File: config.mk
export PLATFORM = sky130hd
export DESIGN_NAME = bpfa_ctrl
export DESIGN_NICKNAME = d
export VERILOG_FILES = /design/src/rtl/bpfa_pkg.sv /design/src/rtl/bpfa_ctrl.sv
export SDC_FILE = /design/constraint.sdc
export NUM_CORES = 1
export LEC_CHECK = 0
export ABC_AREA = 1
export BUFFER_PORTS_ARGS = -buffer_cell sky130_fd_sc_hd__buf_4
export CORE_AREA = 8 8 45 47
export CTS_CLUSTER_DIAMETER = 100
export DETAILED_ROUTE_END_ITERATION = 6
export DIE_AREA = 0 0 53 55
export HOLD_SLACK_MARGIN = 0.1
export PLACE_DENSITY = 0.45
export SLEW_MARGIN = 20
export SYNTH_ARGS = -nofsm -noshare
export SYNTH_HDL_FRONTEND = slang
export SYNTH_SLANG_ARGS = --single-unit
File: constraint.sdc
create_clock -name clk -period 1.55 [get_ports clk]
set_clock_uncertainty 0.05 [all_clocks]
set_input_delay 0.155 -clock clk [delete_from_list [all_inputs] [get_ports clk]]
set_output_delay 0.155 -clock clk [all_outputs]
set_load 0.02 [all_outputs]
File: src/rtl/bpfa_pkg.sv
// Shared types and constants of the bitmap page frame allocator.
package bpfa_pkg;

	localparam int PAGE_W     = 16;
	localparam int END_W      = 17;
	localparam int OP_W       = 3;
	localparam int ST_W       = 2;
	localparam int WORD_BITS  = 64;
	localparam int BIT_W      = 6;
	localparam int MAX_SCAN_WORDS = 1024;
	localparam int S_DATA_W   = 40;
	localparam int M_DATA_W   = 24;
	localparam int M_FIELDS_W = PAGE_W + ST_W + 1;

	typedef enum logic [OP_W-1:0] {
		OP_ALLOC      = 3'd0,
		OP_FREE       = 3'd1,
		OP_QUERY      = 3'd2,
		OP_RANGE_FREE = 3'd3,
		OP_RANGE_USED = 3'd4
	} op_t;

	typedef enum logic [ST_W-1:0] {
		ST_OK      = 2'd0,
		ST_NO_FREE = 2'd1,
		ST_BOUNDS  = 2'd2
	} status_t;

	typedef enum logic [1:0] {
		S_CLEAR,
		S_IDLE,
		S_SWEEP,
		S_FINISH
	} state_t;

	typedef struct packed {
		logic clear;
		logic accept;
		logic sweep;
		logic load_out;
	} cmd_t;

	typedef struct packed {
		logic clear_done;
		logic need_sweep;
		logic sweep_done;
		logic out_free;
	} sts_t;

endpackage

File: src/rtl/bpfa_ctrl.sv
// Controller state machine: clearing pass, accept, word sweep and result hand-off.
module bpfa_ctrl (
	input  logic           clk,
	input  logic           arst_n,
	input  logic           s_valid,
	output logic           s_ready,
	input  bpfa_pkg::sts_t sts,
	output bpfa_pkg::cmd_t cmd
);
	bpfa_pkg::state_t state_q, state_d;

	always_ff @(posedge clk or negedge arst_n) begin
		if (!arst_n) begin
			state_q <= bpfa_pkg::S_CLEAR;
		end else begin
			state_q <= state_d;
		end
	end

	always_comb begin
		state_d = state_q;
		cmd     = '0;
		s_ready = 1'b0;
		case (state_q)
			bpfa_pkg::S_CLEAR: begin
				cmd.clear = 1'b1;
				if (sts.clear_done) begin
					state_d = bpfa_pkg::S_IDLE;
				end
			end
			bpfa_pkg::S_IDLE: begin
				s_ready = 1'b1;
				if (s_valid) begin
					cmd.accept = 1'b1;
					state_d = sts.need_sweep ? bpfa_pkg::S_SWEEP : bpfa_pkg::S_FINISH;
				end
			end
			bpfa_pkg::S_SWEEP: begin
				cmd.sweep = 1'b1;
				if (sts.sweep_done) begin
					state_d = bpfa_pkg::S_FINISH;
				end
			end
			bpfa_pkg::S_FINISH: begin
				if (sts.out_free) begin
					cmd.load_out = 1'b1;
					state_d = bpfa_pkg::S_IDLE;
				end
			end
			default: begin
				state_d = bpfa_pkg::S_IDLE;
			end
		endcase
	end

endmodule

# ---- Yosys cells after proc, flatten, opt, wreduce, memory -nomap -nowiden
# Index checks and enable logic that the tools add are counted.
dict set report classes {
  n_eq_ne 7
  mux 13
  reduce_logical 2
}
# operator n
set op_table {}
lappend op_table {{2-to-1 mux 1 bit} 8}
lappend op_table {{2-to-1 mux 2 bit} 4}
lappend op_table {{inequality test 2 bit, second input constant} 4}
lappend op_table {{case mux 2 bit (4 select lines)} 1}
lappend op_table {{equality test 2 bit, second input constant} 2}
lappend op_table {{AND reduction 4 bit} 1}
lappend op_table {{equality test 2 x 1 -> 1 bit, second input constant} 1}
lappend op_table {{zero test 2 bit} 1}
dict set report word_totals {
  regBits 2
  inputBits 7
  wordCells 23
}

# ---- Logic depth before layout (Yosys ltp)
dict set report depth {
  ltp_word 3
  ltp_mapped 7
  ltp_nobuf 7
}

# ---- Worst setup path after synthesis
# OpenSTA, ideal clock, no wires.
dict set report synth_path {
  path_kind {register -> register}
  startpoint {reg state_q[0]}
  endpoint {reg state_q[1]}
  setup_ns 0.120
  arrival_time_ns 1.084
  required_time_ns 1.380
  path_slack_ns 0.296
  stages_incl_launch_ff 8
  path_buffers 0
  period_less_slack_ns 1.254
  path_cell_list {dfrtp_1 inv_1 ha_1 nand2_1 nand2_2 nor2_4 nand2_1 nand2_1}
}
dict set report synth_between {
  elab_chain_cells 3
  word_cells_on_any_way 10
}
# element line_no
set synth_rtl {}
lappend synth_rtl {{start: declaration} bpfa_ctrl.sv:10} ;# bpfa_pkg::state_t state_q, state_d;
lappend synth_rtl {{start signal: assignment} bpfa_ctrl.sv:14} ;# state_q <= bpfa_pkg::S_CLEAR;
lappend synth_rtl {{start signal: assignment} bpfa_ctrl.sv:16} ;# state_q <= state_d;
lappend synth_rtl {{equality test 2 bit, or another cell as far along} bpfa_ctrl.sv:24} ;# case (state_q)
lappend synth_rtl {{inequality test 2 bit (no line)} -}
lappend synth_rtl {{AND reduction 4 bit (no line)} -}
# Parallel ways exist; a longest one is shown, timed or not.
# A chain may end at the register's enable or synchronous reset.

==> summary.txt <==
Logic synthesis
  • Mean post-synth cell area: 6.76 um2
  • Sequential element share of the synthesized area: 23.1%
  • Post-synthesis instance total: 32
  • Yosys warns: 0
  • Post-synthesis cell area: 216 um2
  • Post-Syn Nets: 43
  • #FFs+latches synth: 2
  • Synth unique cells: 8

Floorplanning
  • Die H: 55 um
  • Initial Util: 15.6%
  • Horiz. Die Dim: 53 um
  • Die area: roughly 2900 um2
  • Std cell rows: 14
  • Core Region: 1380 um2
  • # IOs: 12

Placed design
  • Port bufs: 11
  • Post-DP HPWL: 444 um
  • RePlAce Congestion: 0.719

Route
  • Drt initial violations: 1
  • Met1 wire length: 177 um
  • Detail Route Antenna Nets: 0
  • Residual DRC: 0
  • Uppermost layer routed: met3
  • DR vias/cell: around 3.5
  • Avg WL per Cell: 7.98 um
  • Via count: 221
  • Routed WL: about 500 um
  • Met3 wire len: 76 um
  • Routed wl met2: 249 um
  • Pre-antenna DRT Iters: 2

Final layout
  • Fin nets: 60
  • Largest register by flop count: state_q
  • Proportion of layout cells with a drive suffix above 1: between 30% and 40%
  • Area of the multi-input gates: 133 um2
  • Fill cell count: 157
  • Most frequent cells in the layout: 11 x buf_4, 10 x nand2_1, 9 x inv_1, 4 x ha_1
  • Max reg flops: 2
  • Diode count: 0
  • Most common cell after layout, fill and taps aside: buf_4
  • Largest regs: state_q (2)
  • FF/Latch Area: around 50 um2
  • Fin util: 25.4%
  • Synth-to-layout area growth: 62.4%

Power
  • Final Total Pwr: 684 uW
  • Pleak: 0.000225 uW
  • Pwr dens: 1940 nW/um2
  • Peak VDD IR: 0.000396 V

Worst setup path
  • Cell Chain, Critical Path: inv_1 > ha_1 > nand2_1 > inv_1 > buf_4
  • Most common cell on crit path: inv_1
  • CP max stage delay: 0.40 ns
  • Worst Setup SP: state_q[1]
  • Worst setup SP type: flip-flop
  • CP arrival: 1.15 ns
  • Buf/Inv on CP: 3
  • Worst setup EP type: output port
  • Cell family with most CP delay: flip-flops
  • Required time worst endpoint: 1.34 ns
  • Crit Path Class: reg2out
  • Slowest-stage cell, CP: dfrtp_1
  • Worst r2r src: state_q[0]
  • Max FO, Critical Path: 4

Timing
  • Setup TNS: 0 ns
  • Max-slew violations: 0
  • Slew @ Worst Pin: roughly 0.14 ns
  • Final setup violation count: 0
  • F_max: 0.739 GHz
  • Period minus WS final: 1.35 ns
  • Crit share post-route: ~87%
  • Hold Violations, Final: 0
  • RSZ-0062 raised after global routing: false
  • Slew headroom: 90.6%

Run status
  • Status: finished, final reports clean

Global routing
  • Antenna violations before repair: 0
  • First-pass GRT wire length: roughly 860 um
  • Vias in the first global route: 210
  • GR Overflow Total: 0
  • Overall routing resource usage: 4.42%
  • Largest net degree at the start of global routing: 5

CTS
  • TritonCTS clock tree: done
  • Clock Path Buffers: 2
  • CTS resizes: 0
  • Post-CTS Setup Repair Bufs: 0
  • Clk sinks: 2
  • Root Buffer Master: clkbuf_4
  • CTS hold repair buffers: 1
  • Reg clk slew, reported paths: 0.03 ns
  • Worst-Skew Late Latency: 0.22 ns
  • Inserted Clock Buffers: 3
  • CTS H-tree depth: 1

Run
  • Max cap viols: 0

Min path
  • Hold WC Path Type: in2async
kinds of logic after synthesis:
| logic type | Yosys count | share of synthesized area [%] |
|---|---|---|
| simple gates | 14 | 31.2 |
| buf+inv | 9 | 15.6 |
| fa+ha+maj | 4 | 23.1 |
| compound gates | 3 | 6.93 |
| flops | 2 | 23.1 |
synth_stat cells:
cell type / instances / area (um2)
dfrtp_1: 2 / 50.1
nand2_1: 10 / 37.5
a21oi_1: 1 / 5.00
inv_1: 9 / 33.8
nor2_4: 1 / 11.3
o21ai_1: 2 / 10.0
nand2_2: 3 / 18.8
ha_1: 4 / 50.1
area by class of cell:
type / count / share of cell area [%]
Timing Repair Buffer: 12 / 26.3
Multi-Input combinational cell: 21 / 37.7
Tap cell: 16 / 5.69
Inverter: 9 / 9.61
Clock buffer: 3 / 6.41
Sequential cell: 2 / 14.2
stage by stage:
step / hold slack, ns / std cells / instance area [um2] / worst slack, ns
after floorplan: -0.191 / 32 / 216 / 0.296
after global placement: -0.110 / 59 / 319 / 0.302
after detailed placement: -0.110 / 59 / 319 / 0.298
after CTS: 0.200 / 63 / 352 / 0.169
after global routing: 0.218 / 63 / 352 / 0.0792
final: 0.203 / 63 / 352 / 0.197
routing by layer:
metal | global-route usage (%) | up-vias
li1 | - | 123
met4 | 5.17 | 0
met5 | 0 | -
met3 | 3.21 | 0
met2 | 6.25 | 6
met1 | 3.79 | 92
path summary, 6_finish.rpt:
check | slack [ns] | depth (start not counted) | to
worst max-delay path | 0.20 | 5 | cmd[2]
worst min-delay path | 0.20 | 2 | state_q[1]
worst max register to register | 0.30 | 6 | state_q[0]
worst min register to register | 0.49 | 2 | state_q[1]
max in group asynchronous | 1.16 | 2 | state_q[0]
min in group clk | 0.28 | 6 | state_q[0]
power by group:
part,internal [uW],leakage (uW),switching [uW]
sequential,83.3,0.0000236,29.0
clock,85.2,0.0000138,27.7
combinational,194,0.000187,264
Power figures use the tool's default switching activity.
